### src/design/sit_pkg.sv
// Shared types, widths and constants for the segment intersection test pipeline.
// No dependencies; every other file imports this package.
`default_nettype none

package sit_pkg;

   // Coordinate width of every endpoint field.
   localparam int COORD_WIDTH = 32;

   // A coordinate difference needs one more bit than a coordinate.
   localparam int DIFF_WIDTH  = COORD_WIDTH + 1;

   // Operands are split into an unsigned low part and a signed high part so that
   // no single multiplier exceeds roughly 18 by 18 bits.
   localparam int SPLIT_WIDTH = (DIFF_WIDTH + 1) / 2;
   localparam int HIGH_WIDTH  = DIFF_WIDTH - SPLIT_WIDTH;

   // Partial product widths.
   localparam int PART_LL_WIDTH = 2 * SPLIT_WIDTH;
   localparam int PART_LH_WIDTH = SPLIT_WIDTH + 1 + HIGH_WIDTH;
   localparam int PART_HH_WIDTH = 2 * HIGH_WIDTH;

   // Exact product, and the exact sum or difference of two products.
   localparam int PROD_WIDTH = 2 * DIFF_WIDTH;
   localparam int SUM_WIDTH  = PROD_WIDTH + 1;

   // Pipeline stages.
   localparam int NUM_STAGES = 5;
   localparam int STG_DIFF   = 0;
   localparam int STG_PART   = 1;
   localparam int STG_PROD   = 2;
   localparam int STG_SUM    = 3;
   localparam int STG_OUT    = 4;

   // Point-on-segment tests: which point is checked against which segment.
   localparam int NUM_TESTS = 4;
   localparam int TEST_A_B0 = 0;
   localparam int TEST_A_B1 = 1;
   localparam int TEST_B_A0 = 2;
   localparam int TEST_B_A1 = 3;

   // Products needed by one test (u and v are the two difference vectors).
   localparam int NUM_PRODS = 4;
   localparam int PROD_UXVY = 0;
   localparam int PROD_UYVX = 1;
   localparam int PROD_UXVX = 2;
   localparam int PROD_UYVY = 3;

   typedef logic signed [COORD_WIDTH-1:0] coord_type;
   typedef logic signed [DIFF_WIDTH-1:0]  diff_type;
   typedef logic signed [PROD_WIDTH-1:0]  prod_type;
   typedef logic signed [SUM_WIDTH-1:0]   sum_type;

   typedef struct packed {
      coord_type x;
      coord_type y;
   } point_type;

   typedef struct packed {
      point_type a0;
      point_type a1;
      point_type b0;
      point_type b1;
   } quad_type;

   typedef struct packed {
      diff_type x;
      diff_type y;
   } vec_type;

   // Per-stage load enables from the pipeline control.
   typedef struct packed {
      logic [NUM_STAGES-1:0] load;
   } pipe_ctl_type;

endpackage

`default_nettype wire

### src/design/sit_ctrl.sv
// Valid bits and per-stage load enables of the intersection pipeline.
// Depends on sit_pkg for the stage count and the control struct.
`default_nettype none

module sit_ctrl import sit_pkg::*; (
   input  wire logic   clock,
   input  wire logic   reset,
   input  wire logic   in_valid,
   output logic        in_ready,
   output logic        out_valid,
   input  wire logic   out_ready,
   output pipe_ctl_type ctl
);

   logic [NUM_STAGES-1:0] valid_ff;
   logic [NUM_STAGES-1:0] valid_in;
   logic [NUM_STAGES:0]   ready;
   logic [NUM_STAGES-1:0] up_valid;

   // A stage loads when it is empty or its word moves on this cycle.
   assign ready[NUM_STAGES] = out_ready;
   for (genvar k = 0; k < NUM_STAGES; k++) begin : g_ready
      assign ready[k] = !valid_ff[k] || ready[k+1];
   end

   assign up_valid = {valid_ff[NUM_STAGES-2:0], in_valid};
   assign valid_in = (ready[NUM_STAGES-1:0] & up_valid) | (~ready[NUM_STAGES-1:0] & valid_ff);

   always_ff @(posedge clock) begin
      if (reset) begin
         valid_ff <= '0;
      end else begin
         valid_ff <= valid_in;
      end
   end

   assign ctl.load  = ready[NUM_STAGES-1:0];
   assign in_ready  = ready[STG_DIFF];
   assign out_valid = valid_ff[STG_OUT];

endmodule

`default_nettype wire

### config.mk
export PLATFORM = sky130hd
export DESIGN_NAME = sit_ctrl
export DESIGN_NICKNAME = d
export VERILOG_FILES = /design/src/design/sit_pkg.sv /design/src/design/sit_ctrl.sv
export SDC_FILE = /design/constraint.sdc
export NUM_CORES = 1
export LEC_CHECK = 0
export BUFFER_PORTS_ARGS = -buffer_cell sky130_fd_sc_hd__buf_2
export CAP_MARGIN = 0
export CORE_AREA = 2 2 39 41
export DETAILED_ROUTE_END_ITERATION = 10
export DIE_AREA = 0 0 41 43
export PLACE_DENSITY = 0.46
export SLEW_MARGIN = 10
export SYNTH_ARGS = -nofsm -noshare
export SYNTH_HDL_FRONTEND = slang
export SYNTH_SLANG_ARGS = --single-unit
### constraint.sdc
create_clock -name clock -period 2.7 [get_ports clock]
set_input_delay 0.135 -clock clock [delete_from_list [all_inputs] [get_ports clock]]
set_output_delay 0.135 -clock clock [all_outputs]
set_load 0.005 [all_outputs]
==> results.yml <==
clocking:
  htree_levels: 1
  cts_resized: 0
  path_clk_slew_ns: 0.04
  holdBufCountCts: 0
  cts_tree: "done"
  clock_latency_ns: 0.24
  cts-root-buf: "clkbuf_4"
  clock_tree.buffer_depth: 2
  clock_sinks: 5
  post_cts_buffers: 0
  numCtsBuffers: 3
min_path:
  hold_start: "in_valid"
  hold_class: "primary input to flip-flop"
route:
  via_per_inst: 3.65
  wirelength_um: 425
  drtPass1Iterations: 1
  wl_per_cell_um: 8.17
  drt_iter0_markers: 0
  vias: 190
  m1WireLength_um: 229
  drcViolationCount: 0
  wl_met3_um: 68
  highest_layer: "met3"
  met2WireLength_um: 127
  detail-route-antenna-nets: 0
global_route:
  grtUsageTotal_pct: 6.94
  grt_max_degree: 8
  grt_pass1_vias: 179
  overflow: 0
  antenna_found_initial: 0
  grt_pass1_wl_um: 759
sta:
  min_period_ns: 1.24
  worst_pin_slew_ns: 0.145
  fin_setup_tns_ns: 0
  finalMaxSlewViolations: 0
  hold_violations: 0
  setup_viol: 0
  finalCritPeriodShare_pct: 45.8
  max_freq_ghz: 0.808
  finClkSkew_ns: 0.00108
  rsz0062_at_grt: "no"
  max-slew-margin-rel_pct: 90.3
worst_setup_path:
  max_stage_delay_ns: 0.35
  crit_family: "simple AND/OR/NAND/NOR gates"
  worst-setup-path-type: "flip-flop to primary output"
  crit_buf_inv: 1
  cp.arrival_ns: 1.10
  endpoint_kind: "primary output"
  crit_required_ns: 2.57
  cp_max_fo: 4
  worstPathCellList: "and4b_2 > nand3_1 > buf_2"
  slowest_stage: "dfxtp_1"
  cp-start-kind: "flip-flop"
synthesis:
  syn_area_um2: 219
  ys_ff_latch: 5
  synth_top_flop_cell: "dfxtp_1"
  yosysUniqueCellTypes: 13
  yosysWarnings: 0
  yosysMostFrequentCell: "dfxtp_1"
  synth.avg_cell_area_um2: 9.52
  async_flop_share_pct: 0
  yosysSeqAreaShare_pct: 45.7
  synth_top_cell_by_area: "dfxtp_1"
  synth_top_area_share_pct: 45.7
  synthTopCellsByArea: "dfxtp_1 46%, o31ai_4 9.7%, a21oi_1 6.9%, inv_1 6.9%, nand3b_1 6.9%"
  syn_inst: 23
  syn_nets: 27
  synth_edf_count: 0
  synth.top_cells.by_count: "5 x dfxtp_1, 4 x inv_1, 3 x a21oi_1"
die:
  initial_core_util_pct: 15.8
  coreArea_mm2: 0.00138
  num_rows: 14
  top_level_ports: 11
  chipWidth_um: 41
  die-height_um: 43
  dieArea_mm2: 0.00176
finish:
  area_delta_synth_final_pct: 40.6
  diodes: 0
  nFillCells: 152
  nets: 41
  stdcell_count: 52
  drive_gt1_share_pct: 47.2
placed_design:
  place.gp.congestion: 0.629
  port_buffers: 10
  dp.cells: 48
  dp.final_hpwl_um: 317
power_and_ir_drop:
  p_per_area_mw_per_mm2: 565
  ir_drop_uv: 383
  p_leak_nw: 0.115
run:
  max_cap_violations: 0
status:
  outcome: "complete, no violations"
[layout by cell type (no fill, tap or decap), types with 2 or more instances in the layout]
cell	n
a21oi_1	3
clkbuf_4	3
buf_2	10
inv_1	4
dfxtp_1	5
nand3b_1	2
[area by class of cell]
type                    count  area (um2)  share of cell area (%)
multi-input cells          12        92.6                    30.1
well taps                  16        20.0                    6.50
clock buffers               4        26.3                    8.54
flip-flops and latches      5         100                    32.5
repair buffers             10        50.0                    16.3
inverters                   5        18.8                    6.10
[layer usage]
metal  global-route usage (%)  vias up
li1                         -      102
met1                     9.39       75
met2                     6.88       13
met3                     7.85        0
met4                     2.00        0
met5                        0        -
[worst paths after layout]
| kind | slack [ns] | to | depth (start not counted) |
|---|---|---|---|
| max reg2reg | 1.78 | flip-flop | 3 |
| max | 1.46 | in_ready | 3 |
| min | 0.16 | flip-flop | 3 |
| min reg2reg | 0.46 | flip-flop | 2 |
[logic make-up after synthesis]
| group | Yosys count | share of synthesized area, % |
|---|---|---|
| AOI/OAI and AO/OA | 5 | 19.4 |
| DFF | 5 | 45.7 |
| and+or+nand+nor | 7 | 22.9 |
| buffers and inverters | 6 | 12.0 |
[tightest hold or removal path, stage by stage]
cell     delay (ns)
buf_2          0.09
inv_1          0.04
o22ai_1        0.07
[metrics by stage]
stage	area (um2)	total power, mW	utilization (%)	hold WS, ns	setup WS (ns)
6_report	308	0.174	22.2	0.156	1.46
5_1_grt	308	0.185	22.2	0.164	1.36
4_1_cts	308	0.179	22.2	0.147	1.44
3_5_place_dp	282	0.0882	20.3	0.407	1.71
3_3_place_gp	282	0.0883	20.3	0.408	1.71
2_1_floorplan	219	0.0833	-	0.204	1.70
[power by group]
group	switching [mW]	leakage (nW)	total [mW]	internal, mW
Clock	0.0312	0.0150	0.0871	0.0559
Sequential	0.00179	0.0409	0.0782	0.0764
Combinational	0.00427	0.0596	0.00865	0.00438
Total	0.0372	0.115	0.174	0.137
Note: power is estimated with default switching activity, not from simulation.
