==> config.mk <==
export PLATFORM = sky130hd
export DESIGN_NAME = sit_mul
export DESIGN_NICKNAME = d
export VERILOG_FILES = /design/src/design/sit_pkg.sv /design/src/design/sit_mul.sv
export SDC_FILE = /design/constraint.sdc
export NUM_CORES = 2
export LEC_CHECK = 0
export ABC_AREA = 1
export BUFFER_PORTS_ARGS = -buffer_cell sky130_fd_sc_hd__buf_4
export CORE_ASPECT_RATIO = 0.7
export CORE_UTILIZATION = 65
export CTS_CLUSTER_SIZE = 8
export DETAILED_ROUTE_END_ITERATION = 10
export PLACE_DENSITY = 0.82
export SLEW_MARGIN = 10
export SYNTH_ARGS = -nofsm -noshare
export SYNTH_HDL_FRONTEND = slang
export SYNTH_SLANG_ARGS = --single-unit
==> constraint.sdc <==
create_clock -name clock -period 10.6 [get_ports clock]
set_input_delay 1.06 -clock clock [delete_from_list [all_inputs] [get_ports clock]]
set_output_delay 1.06 -clock clock [all_outputs]
set_load 0.03 [all_outputs]
==> src/design/sit_pkg.sv <==
// Shared types, widths and constants for the segment intersection test pipeline.
// No dependencies; every other file imports this package.
`default_nettype none

package sit_pkg;

   // Coordinate width of every endpoint field.
   localparam int COORD_WIDTH = 32;

   // A coordinate difference needs one more bit than a coordinate.
   localparam int DIFF_WIDTH  = COORD_WIDTH + 1;

   // Operands are split into an unsigned low part and a signed high part so that
   // no single multiplier exceeds roughly 18 by 18 bits.
   localparam int SPLIT_WIDTH = (DIFF_WIDTH + 1) / 2;
   localparam int HIGH_WIDTH  = DIFF_WIDTH - SPLIT_WIDTH;

   // Partial product widths.
   localparam int PART_LL_WIDTH = 2 * SPLIT_WIDTH;
   localparam int PART_LH_WIDTH = SPLIT_WIDTH + 1 + HIGH_WIDTH;
   localparam int PART_HH_WIDTH = 2 * HIGH_WIDTH;

   // Exact product, and the exact sum or difference of two products.
   localparam int PROD_WIDTH = 2 * DIFF_WIDTH;
   localparam int SUM_WIDTH  = PROD_WIDTH + 1;

   // Pipeline stages.
   localparam int NUM_STAGES = 5;
   localparam int STG_DIFF   = 0;
   localparam int STG_PART   = 1;
   localparam int STG_PROD   = 2;
   localparam int STG_SUM    = 3;
   localparam int STG_OUT    = 4;

   // Point-on-segment tests: which point is checked against which segment.
   localparam int NUM_TESTS = 4;
   localparam int TEST_A_B0 = 0;
   localparam int TEST_A_B1 = 1;
   localparam int TEST_B_A0 = 2;
   localparam int TEST_B_A1 = 3;

   // Products needed by one test (u and v are the two difference vectors).
   localparam int NUM_PRODS = 4;
   localparam int PROD_UXVY = 0;
   localparam int PROD_UYVX = 1;
   localparam int PROD_UXVX = 2;
   localparam int PROD_UYVY = 3;

   typedef logic signed [COORD_WIDTH-1:0] coord_type;
   typedef logic signed [DIFF_WIDTH-1:0]  diff_type;
   typedef logic signed [PROD_WIDTH-1:0]  prod_type;
   typedef logic signed [SUM_WIDTH-1:0]   sum_type;

   typedef struct packed {
      coord_type x;
      coord_type y;
   } point_type;

   typedef struct packed {
      point_type a0;
      point_type a1;
      point_type b0;
      point_type b1;
   } quad_type;

   typedef struct packed {
      diff_type x;
      diff_type y;
   } vec_type;

   // Per-stage load enables from the pipeline control.
   typedef struct packed {
      logic [NUM_STAGES-1:0] load;
   } pipe_ctl_type;

endpackage

`default_nettype wire

==> src/design/sit_mul.sv <==
// Two-stage exact signed multiplier built from four narrow partial products.
// Depends on sit_pkg for the operand split and the product width.
`default_nettype none

module sit_mul import sit_pkg::*; (
   input  wire logic         clock,
   input  wire pipe_ctl_type ctl,
   input  wire diff_type     op_a,
   input  wire diff_type     op_b,
   output prod_type          prod_ff
);

   logic        [SPLIT_WIDTH-1:0]   a_lo;
   logic        [SPLIT_WIDTH-1:0]   b_lo;
   logic signed [HIGH_WIDTH-1:0]    a_hi;
   logic signed [HIGH_WIDTH-1:0]    b_hi;

   logic        [PART_LL_WIDTH-1:0] ll_in, ll_ff;
   logic signed [PART_LH_WIDTH-1:0] lh_in, lh_ff;
   logic signed [PART_LH_WIDTH-1:0] hl_in, hl_ff;
   logic signed [PART_HH_WIDTH-1:0] hh_in, hh_ff;
   prod_type                        prod_in;

   assign a_lo = op_a[SPLIT_WIDTH-1:0];
   assign b_lo = op_b[SPLIT_WIDTH-1:0];
   assign a_hi = op_a[DIFF_WIDTH-1:SPLIT_WIDTH];
   assign b_hi = op_b[DIFF_WIDTH-1:SPLIT_WIDTH];

   // The low halves are unsigned, so they enter the mixed products with a zero on top.
   assign ll_in = PART_LL_WIDTH'(a_lo) * PART_LL_WIDTH'(b_lo);
   assign lh_in = PART_LH_WIDTH'($signed({1'b0, a_lo})) * PART_LH_WIDTH'(b_hi);
   assign hl_in = PART_LH_WIDTH'(a_hi) * PART_LH_WIDTH'($signed({1'b0, b_lo}));
   assign hh_in = PART_HH_WIDTH'(a_hi) * PART_HH_WIDTH'(b_hi);

   always_ff @(posedge clock) begin
      if (ctl.load[STG_PART]) begin
         ll_ff <= ll_in;
         lh_ff <= lh_in;
         hl_ff <= hl_in;
         hh_ff <= hh_in;
      end
   end

   // The true product fits in PROD_WIDTH bits, so wrapping in the sum is harmless.
   assign prod_in = (prod_type'(hh_ff) <<< (2 * SPLIT_WIDTH))
                  + ((prod_type'(lh_ff) + prod_type'(hl_ff)) <<< SPLIT_WIDTH)
                  + prod_type'(ll_ff);

   always_ff @(posedge clock) begin
      if (ctl.load[STG_PROD]) begin
         prod_ff <= prod_in;
      end
   end

endmodule

`default_nettype wire

==> qor.yml <==
status:
  status: "completed"
route:
  drc: 0
  vias_per_cell: 5.65
  vias: 42000
  final_antenna_net_count: 0
  drt_iter0_markers: 4770
  dr.pass1.iters: 8
  wirelength_um: 148000
  wl_per_cell_um: 20.0
cells_and_area:
  area_growth_pct: 3.78
  fin_nets: 7862
  antennaDiodeCount: 0
  layout_commonest_cell: "inv_1"
  final_cell_mix: "inv_1, nand2_1, fa_1"
  fin_util_pct: 68.7
  layout-drive-gt1-share_pct: 4.30
global_routing:
  use_met3_pct: 12.2
  grt_pass1_vias: 43500
  grt_pass1_wl_um: 237000
  grt-ovfl-total: 0
  antenna_found_initial: 2
  grt_max_degree: 81
  grt_util_all_layers_pct: 38.8
  use_met1_pct: 59.1
  top_usage_layer: "met1"
  grt_use_met2_pct: 53.1
place:
  hpwlAfterDp_um: 116000
  portBuffers: 134
  place_congestion: 1.02
synth:
  synth-seq-cells: 200
  synth.distinct_cells: 51
  ys_seq_area_share_pct: 11.7
  netlist_area_um2: 51400
  syn-num-nets: 7968
  syn_avg_cell_area_um2: 7.94
  yosysWarnings: 0
  syn_inst: 6472
die:
  core_area_um2: 77500
  initial_core_util_pct: 66.2
  rows: 85
  die_h_um: 237
  die-area_um2: 80200
  pin_count: 138
  die_width_um: 338
cts:
  cts.sinks: 200
  root_buffer: "clkbuf_16"
  cts-resized-gates: 0
  clkTransAtPathRegs_ns: 0.08
  cts_buffers: 17
  htreeDepth: 4
  cts_setup_buffers: 0
  cts_hold_buf: 0
  cts_tree: "built"
  clockBufferDepth: 2
  clkLatencyLatePin_ns: 0.50
sta:
  worst_pin_slew_ns: 1.03
  period_needed_ns: 7.05
  fin_worst_hold_slack_ns: 0.425
  finalHoldViolations: 0
  max_slew_margin_pct: 31.4
  clock_skew_ns: 0.0249
  fmax_ghz: 0.142
  post-route-period-util_pct: 66.5
  tns_ns: 0
  final-setup-viol-count: 0
  maxSlewViolCount: 0
  rsz0062_at_grt: "no"
run:
  maxCapViolations: 0
setup_path:
  critical_path_class: "in -> reg"
  worstPathRequired_ns: 10.83
  critPathLaunchType: "input port"
  arrival_ns: 7.28
  crit_fanout: 33
  end_kind: "flop"
min_path:
  hp-class: "reg -> reg"
sequential cells by signal, indices dropped and copies added, names as in the netlist:
| register | cells |
|---|---|
| prod_ff | 66 |
| hl_ff | 34 |
| lh_ff | 34 |
| ll_ff | 34 |
| hh_ff | 32 |
layout make-up:
type / instances / area (um^2)
fill: 6432 / 24200
clock inverter: 14 / 156
multi-input combinational: 4227 / 37700
inverter: 1782 / 6690
clock buffer: 18 / 429
sequential: 200 / 6010
tap: 1044 / 1310
timing repair buffer: 138 / 1040
metrics by stage:
step	std cells	setup WS, ns	instance area [um^2]
4_1_cts	7423	3.84	53300
3_5_place_dp	7391	3.32	52700
2_1_floorplan	6472	4.19	51400
6_report	7423	3.55	53300
5_1_grt	7423	3.37	53300
3_3_place_gp	7391	3.33	52700
critical path: stages:
cell and delay (ns):
buf_4 0.55, nand2_1 0.17, fa_1 0.56, inv_1 0.05
fa_1 0.47, fa_1 0.50, fa_1 0.45, fa_1 0.51
inv_1 0.05, fa_1 0.57, inv_1 0.07, ha_1 0.44
nand2_1 0.18, inv_1 0.08, nand2_1 0.07, nor3_1 0.48
nand4_1 0.17, nand3_1 0.26, a21oi_1 0.13, xnor2_1 0.42
logic make-up (layout without fill, tap and decap cells):
logic type,after synthesis,count (layout),synth area share (%)
AND/OR/NAND/NOR,2128,2128,16.6
buffers and inverters,2045,1952,14.9
adder cells (fa/ha/maj),1424,1424,47.9
flip-flops,200,200,11.7
AO/OA/AOI/OAI,477,477,5.43
XOR/XNOR,198,198,3.39
metal layers:
layer / up-vias / share of wire [%]
met3: 287 / 16
met5: - / 0
li1: 18700 / -
met2: 2713 / 39
met4: 0 / 2.8
met1: 20200 / 42
worst paths after layout:
path	from	end	slack [ns]	cells past startpoint
worst max-delay path	op_b[5]	ll_ff[26]	3.55	20
worst min-delay path	ll_ff[2]	prod_ff[2]	0.43	0
worst max register to register	lh_ff[0]	prod_ff[58]	6.05	19
worst min register to register	ll_ff[2]	prod_ff[2]	0.43	0
cell usage after synthesis, drive strengths merged:
| cell type | n | share of area [%] |
|---|---|---|
| inv | 1782 | 13 |
| a211oi | 4 | 0.058 |
| a21oi | 236 | 2.4 |
| ha | 520 | 13 |
| edfxtp | 200 | 12 |
| nor3 | 32 | 0.42 |
| nand2 | 1600 | 12 |
| xnor2 | 63 | 1.1 |
| clkbuf | 261 | 1.9 |
| o211ai | 3 | 0.044 |
| fa | 904 | 35 |
| o221ai | 9 | 0.15 |
| nand4 | 23 | 0.28 |
| o21ai | 124 | 1.3 |
| nor4 | 8 | 0.13 |
| a31oi | 21 | 0.26 |
| and3 | 1 | 0.012 |
| a21o | 31 | 0.45 |
| or2 | 27 | 0.33 |
| a41oi | 1 | 0.017 |
| and2 | 1 | 0.012 |
| o21bai | 27 | 0.41 |
| buf | 2 | 0.015 |
| xor2 | 135 | 2.3 |
| a21boi | 16 | 0.28 |
| o21a | 2 | 0.029 |
| nand3b | 3 | 0.044 |
| a221oi | 1 | 0.017 |
| o2111ai | 1 | 0.017 |
| nor2 | 297 | 2.2 |
| a31o | 1 | 0.017 |
| nand3 | 136 | 1.4 |
Power is not shown: default switching activity piles up to over one toggle a cycle in this logic, so the estimate is an artifact.
