`config.mk`:
```
export PLATFORM = sky130hd
export DESIGN_NAME = sit_eval
export DESIGN_NICKNAME = d
export VERILOG_FILES = /design/src/design/sit_pkg.sv /design/src/design/sit_eval.sv
export SDC_FILE = /design/constraint.sdc
export NUM_CORES = 2
export LEC_CHECK = 0
export ABC_CLOCK_PERIOD_IN_PS = 4150
export BUFFER_PORTS_ARGS = -buffer_cell sky130_fd_sc_hd__buf_2
export CAP_MARGIN = 25
export CORE_AREA = 2 2 408 410
export CTS_CLUSTER_SIZE = 8
export DETAILED_ROUTE_END_ITERATION = 8
export DIE_AREA = 0 0 410 412
export GPL_TIMING_DRIVEN = 0
export PLACE_DENSITY_LB_ADDON = 0.15
export SLEW_MARGIN = 20
export SYNTH_ARGS = -nofsm -noshare
export SYNTH_HDL_FRONTEND = slang
export SYNTH_SLANG_ARGS = --single-unit
```
`constraint.sdc`:
```
create_clock -name clock -period 4.15 [get_ports clock]
set_input_delay 0.2075 -clock clock [delete_from_list [all_inputs] [get_ports clock]]
set_output_delay 0.2075 -clock clock [all_outputs]
set_load 0.03 [all_outputs]
```
`src/design/sit_pkg.sv`:
```
// Shared types, widths and constants for the segment intersection test pipeline.
// No dependencies; every other file imports this package.
`default_nettype none

package sit_pkg;

   // Coordinate width of every endpoint field.
   localparam int COORD_WIDTH = 32;

   // A coordinate difference needs one more bit than a coordinate.
   localparam int DIFF_WIDTH  = COORD_WIDTH + 1;

   // Operands are split into an unsigned low part and a signed high part so that
   // no single multiplier exceeds roughly 18 by 18 bits.
   localparam int SPLIT_WIDTH = (DIFF_WIDTH + 1) / 2;
   localparam int HIGH_WIDTH  = DIFF_WIDTH - SPLIT_WIDTH;

   // Partial product widths.
   localparam int PART_LL_WIDTH = 2 * SPLIT_WIDTH;
   localparam int PART_LH_WIDTH = SPLIT_WIDTH + 1 + HIGH_WIDTH;
   localparam int PART_HH_WIDTH = 2 * HIGH_WIDTH;

   // Exact product, and the exact sum or difference of two products.
   localparam int PROD_WIDTH = 2 * DIFF_WIDTH;
   localparam int SUM_WIDTH  = PROD_WIDTH + 1;

   // Pipeline stages.
   localparam int NUM_STAGES = 5;
   localparam int STG_DIFF   = 0;
   localparam int STG_PART   = 1;
   localparam int STG_PROD   = 2;
   localparam int STG_SUM    = 3;
   localparam int STG_OUT    = 4;

   // Point-on-segment tests: which point is checked against which segment.
   localparam int NUM_TESTS = 4;
   localparam int TEST_A_B0 = 0;
   localparam int TEST_A_B1 = 1;
   localparam int TEST_B_A0 = 2;
   localparam int TEST_B_A1 = 3;

   // Products needed by one test (u and v are the two difference vectors).
   localparam int NUM_PRODS = 4;
   localparam int PROD_UXVY = 0;
   localparam int PROD_UYVX = 1;
   localparam int PROD_UXVX = 2;
   localparam int PROD_UYVY = 3;

   typedef logic signed [COORD_WIDTH-1:0] coord_type;
   typedef logic signed [DIFF_WIDTH-1:0]  diff_type;
   typedef logic signed [PROD_WIDTH-1:0]  prod_type;
   typedef logic signed [SUM_WIDTH-1:0]   sum_type;

   typedef struct packed {
      coord_type x;
      coord_type y;
   } point_type;

   typedef struct packed {
      point_type a0;
      point_type a1;
      point_type b0;
      point_type b1;
   } quad_type;

   typedef struct packed {
      diff_type x;
      diff_type y;
   } vec_type;

   // Per-stage load enables from the pipeline control.
   typedef struct packed {
      logic [NUM_STAGES-1:0] load;
   } pipe_ctl_type;

endpackage

`default_nettype wire

```
`src/design/sit_eval.sv`:
```
// Last two stages: cross and dot products, then the touch-or-cross decision.
// Depends on sit_pkg for the test and product indexes and the sum width.
`default_nettype none

module sit_eval import sit_pkg::*; (
   input  wire logic         clock,
   input  wire pipe_ctl_type ctl,
   input  wire prod_type     prod [NUM_TESTS][NUM_PRODS],
   output logic              hit_ff
);

   sum_type cross_in [NUM_TESTS];
   sum_type cross_ff [NUM_TESTS];
   sum_type dot_in   [NUM_TESTS];
   sum_type dot_ff   [NUM_TESTS];

   logic [NUM_TESTS-1:0] cross_zero;
   logic [NUM_TESTS-1:0] cross_neg;
   logic [NUM_TESTS-1:0] on_seg;
   logic                 straddle_a;
   logic                 straddle_b;
   logic                 hit_in;

   for (genvar t = 0; t < NUM_TESTS; t++) begin : g_test
      assign cross_in[t] = sum_type'(prod[t][PROD_UXVY]) - sum_type'(prod[t][PROD_UYVX]);
      assign dot_in[t]   = sum_type'(prod[t][PROD_UXVX]) + sum_type'(prod[t][PROD_UYVY]);

      assign cross_zero[t] = (cross_ff[t] == '0);
      assign cross_neg[t]  = cross_ff[t][SUM_WIDTH-1];
      assign on_seg[t]     = cross_zero[t] && (dot_ff[t][SUM_WIDTH-1] || (dot_ff[t] == '0));
   end

   always_ff @(posedge clock) begin
      if (ctl.load[STG_SUM]) begin
         cross_ff <= cross_in;
         dot_ff   <= dot_in;
      end
   end

   // The straddle orientations are the negated on-segment cross products; a common
   // sign flip does not change whether the two signs are opposite.
   assign straddle_a = !cross_zero[TEST_A_B0] && !cross_zero[TEST_A_B1]
                     && (cross_neg[TEST_A_B0] != cross_neg[TEST_A_B1]);
   assign straddle_b = !cross_zero[TEST_B_A0] && !cross_zero[TEST_B_A1]
                     && (cross_neg[TEST_B_A0] != cross_neg[TEST_B_A1]);

   assign hit_in = (|on_seg) || (straddle_a && straddle_b);

   always_ff @(posedge clock) begin
      if (ctl.load[STG_OUT]) begin
         hit_ff <= hit_in;
      end
   end

endmodule

`default_nettype wire

```
==> run_results.csv <==
group,metric,value,unit
synthesis,synth-seq-cells,537,
timing,drv_slew,0,
clocking,cts_buffers,80,
critical_path,endpoint_kind,"flop",
cells_and_area,fin_nets,8121,
critical_path,crit_chain,"dlygate4sd3_1 -> buf_2 -> ha_1 -> inv_1 -> fa_1 -> a21o_1 -> a21oi_1 -> o21bai_1 -> a21oi_1 -> o211ai_1 -> a31oi_1 -> o21ai_1 -> a21oi_1 -> o21ai_1 -> nor2b_1 -> a311o_1 -> xor2_1",
synthesis,yosysTopAreaCellShare,33.52,%
power,p_comb_share,32.4,%
floorplan,ios,1063,
critical_path,cp.arrival,4370,ps
power,powerDensity,336.2,nW/um^2
drt,dr.pass1.iters,6,
global_route,antenna_found_initial,92,
synthesis,synth_nets,6955,
synthesis,synth-edff-count,537,
drt,vias,45540,
critical_path,crit_fanout,4,
cells_and_area,fin_cells,8768,
synthesis,synth.yosys.seq_area_share,33.52,%
drt,wirelength,190.4,mm
global_route,grt.overflow.total,0,
timing,finClkSkew,22.60,ps
timing,rsz0062_at_grt,"no",
clocking,cts.sinks,537,
synthesis,synth_common_cells,"a21oi_1, edfxtp_1, ha_1, inv_1, nand2_1",
timing,period_share,96.13,%
global_route,grt_usage,21.57,%
timing,hold_viol_final,0,
clocking,cts_root_buf,"clkbuf_16",
clocking,path_clk_slew,50,ps
floorplan,die_width,410,um
timing,post-route-worst-setup-slack,160.5,ps
drt,drcViolationCount,0,
floorplan,rows,149,
global_route,grt_pass1_vias,45030,
run_status,status,"finished, final reports clean",
floorplan,coreArea,164200,um^2
synthesis,yosysWarnings,0,
floorplan,die_area,168900,um^2
drt,ant_nets,0,
cells_and_area,syn_to_final_growth,22.16,%
place,port_buffers,1059,
drt,viasPerCell,5.194,
timing,period_needed,3990,ps
synthesis,synth_ff_type,"edfxtp_1",
power,seqPwrFrac,37.9,%
drt,drt-initial-drc-count,2983,
power,p_int,13250,uW
timing,timing.fmax,250.7,MHz
flow_run,cap_violations,0,
critical_path,cp_slowest_stage_delay,520,ps
critical_path,cpMostUsedCell,"a21oi_1",
synthesis,yosysMostFrequentCell,"a21oi_1",
floorplan,die_y,412,um
timing,timing.slew.headroom,32.82,%
synthesis,synthCells,5357,
synthesis,synthDistinctLibCells,97,
timing,setup_viol,0,
clocking,clk_latency,640,ps
power,p_total,19760,uW
drt,post_drt_wl_per_cell,21.72,um
power,clkPwrFrac,29.7,%
place,place.gp.congestion,0.9134,
clocking,h-tree-depth,3,
timing,tightestPinTransition,996.9,ps
power,p_switching,6507,uW
place,pre_cts_ws,-334.6,ps
clocking,cts_setup_buffers,0,
critical_path,critical_path_class,"input port to flop",
cells_and_area,utilization,35.78,%
critical_path,cp.required,4530,ps
global_route,grt_max_degree,98,
place,dp_hpwl,163.0,mm
synthesis,async_reset_ff_share,0,%
synthesis,synth_area,48110,um^2
cells_and_area,drive_above_1_share,19.15,%
power,peakVddDrop,0.0002467,V
critical_path,slowest_stage,"dlygate4sd3_1",
synthesis,yosys-top-cells-area,"edfxtp_1, ha_1, a21oi_1",
global_route,grt_pass1_wl,277.9,mm
critical_path,cp-start-kind,"input port",
power,switching_share,32.93,%
synthesis,syn_avg_cell_area,8.981,um^2
clocking,clockBufferDepth,3,
synthesis,yosysTopAreaCell,"edfxtp_1",
worst_hold_path,hold_path.class,"input port to flop",
clocking,tritoncts,"yes",
power,leakage,0.02622,uW
floorplan,initial_core_util,29.29,%
place,dp.cells,8611,
timing,fin_hold_ws,61.24,ps
-- cells by family (layout without fill, tap and decap cells) --
logic type,Yosys count,after routing,share of synthesized area [%]
compound gates,1783,1783,23.83
xor+xnor,505,505,9.194
fa+ha+maj,536,536,14.06
buf+inv,594,1781,4.668
flops,537,537,33.52
other cells,0,35,0
simple gates,1402,1402,14.72
-- worst paths after layout --
path	from	endpoint	slack, ps	cells after the start
max	prod[660]	cross_ff[198]	160	17
min	prod[198]	cross_ff[0]	60	4
max reg2reg	cross_ff[160]	hit_ff	740	7
min reg2reg	dot_ff[200]	hit_ff	1070	3
-- layer usage --
metal  GRT usage, %  vias up  wire [um]
li1               -    22250          -
met3          3.864      283      11570
met5              0        -        270
met1          27.76    21550      82850
met2          36.87     1426      90720
met4          5.996       42       5031
-- power groups by stage --
stage	Clock, uW	Sequential (uW)	Combinational, uW
after floorplan	0	7480	4100
after global placement	0	7670	6340
after detailed placement	0	7590	6350
after CTS	6090	7490	6410
after global routing	6280	7570	7070
final	5880	7480	6400
-- worst max-delay path: cells and delay by family --
family                   cells  cell delay [ps]
AO/OA/AOI/OAI               10             2500
buffers and inverters        3              690
adder cells (fa/ha/maj)      2              610
AND/OR/NAND/NOR              1              200
XOR/XNOR                     1              140
-- cell usage in the layout (no fill, tap or decap), types with 203 or more instances in the layout --
cell type / synthesis / final
xor2_1: 203 / 203
ha_1: 528 / 528
xnor2_1: 302 / 302
a21oi_1: 606 / 606
buf_2: 9 / 1067
o21ai_0: 288 / 288
edfxtp_1: 537 / 537
nor2_1: 290 / 290
a21o_1: 340 / 340
nand2_1: 341 / 341
inv_1: 410 / 410
-- repair_timing --
action | CTS | global route
hold buffers | 19 | 0
gates resized for setup | 0 | 2
setup endpoints to repair | 0 | 8
hold endpoints to repair | 22 | 0
-- state kept, by name (all words and copies together) (netlist names) --
name,flops
hit_ff,1
dot_ff,268
cross_ff,268
-- stage by stage --
step / TNS, ps / cell area, um^2
floorplan: 0 / 48110
global placement: -2998190 / 56150
global route: 0 / 58730
detailed placement: -1154 / 56320
finish: 0 / 58770
CTS: 0 / 58670
-- layout make-up --
cell class              instances  area, um^2
repair buffers               1084        5665
clock inverters                13       75.07
multi-input cells            4226       29750
inverters                     410        1539
plain buffers                 184       706.9
clock buffers                  90        2082
fillers                     17270      105500
flip-flops and latches        537       16130
well taps                    2189        2739
diodes                         35       87.58
(Power assumes the default switching activity.)
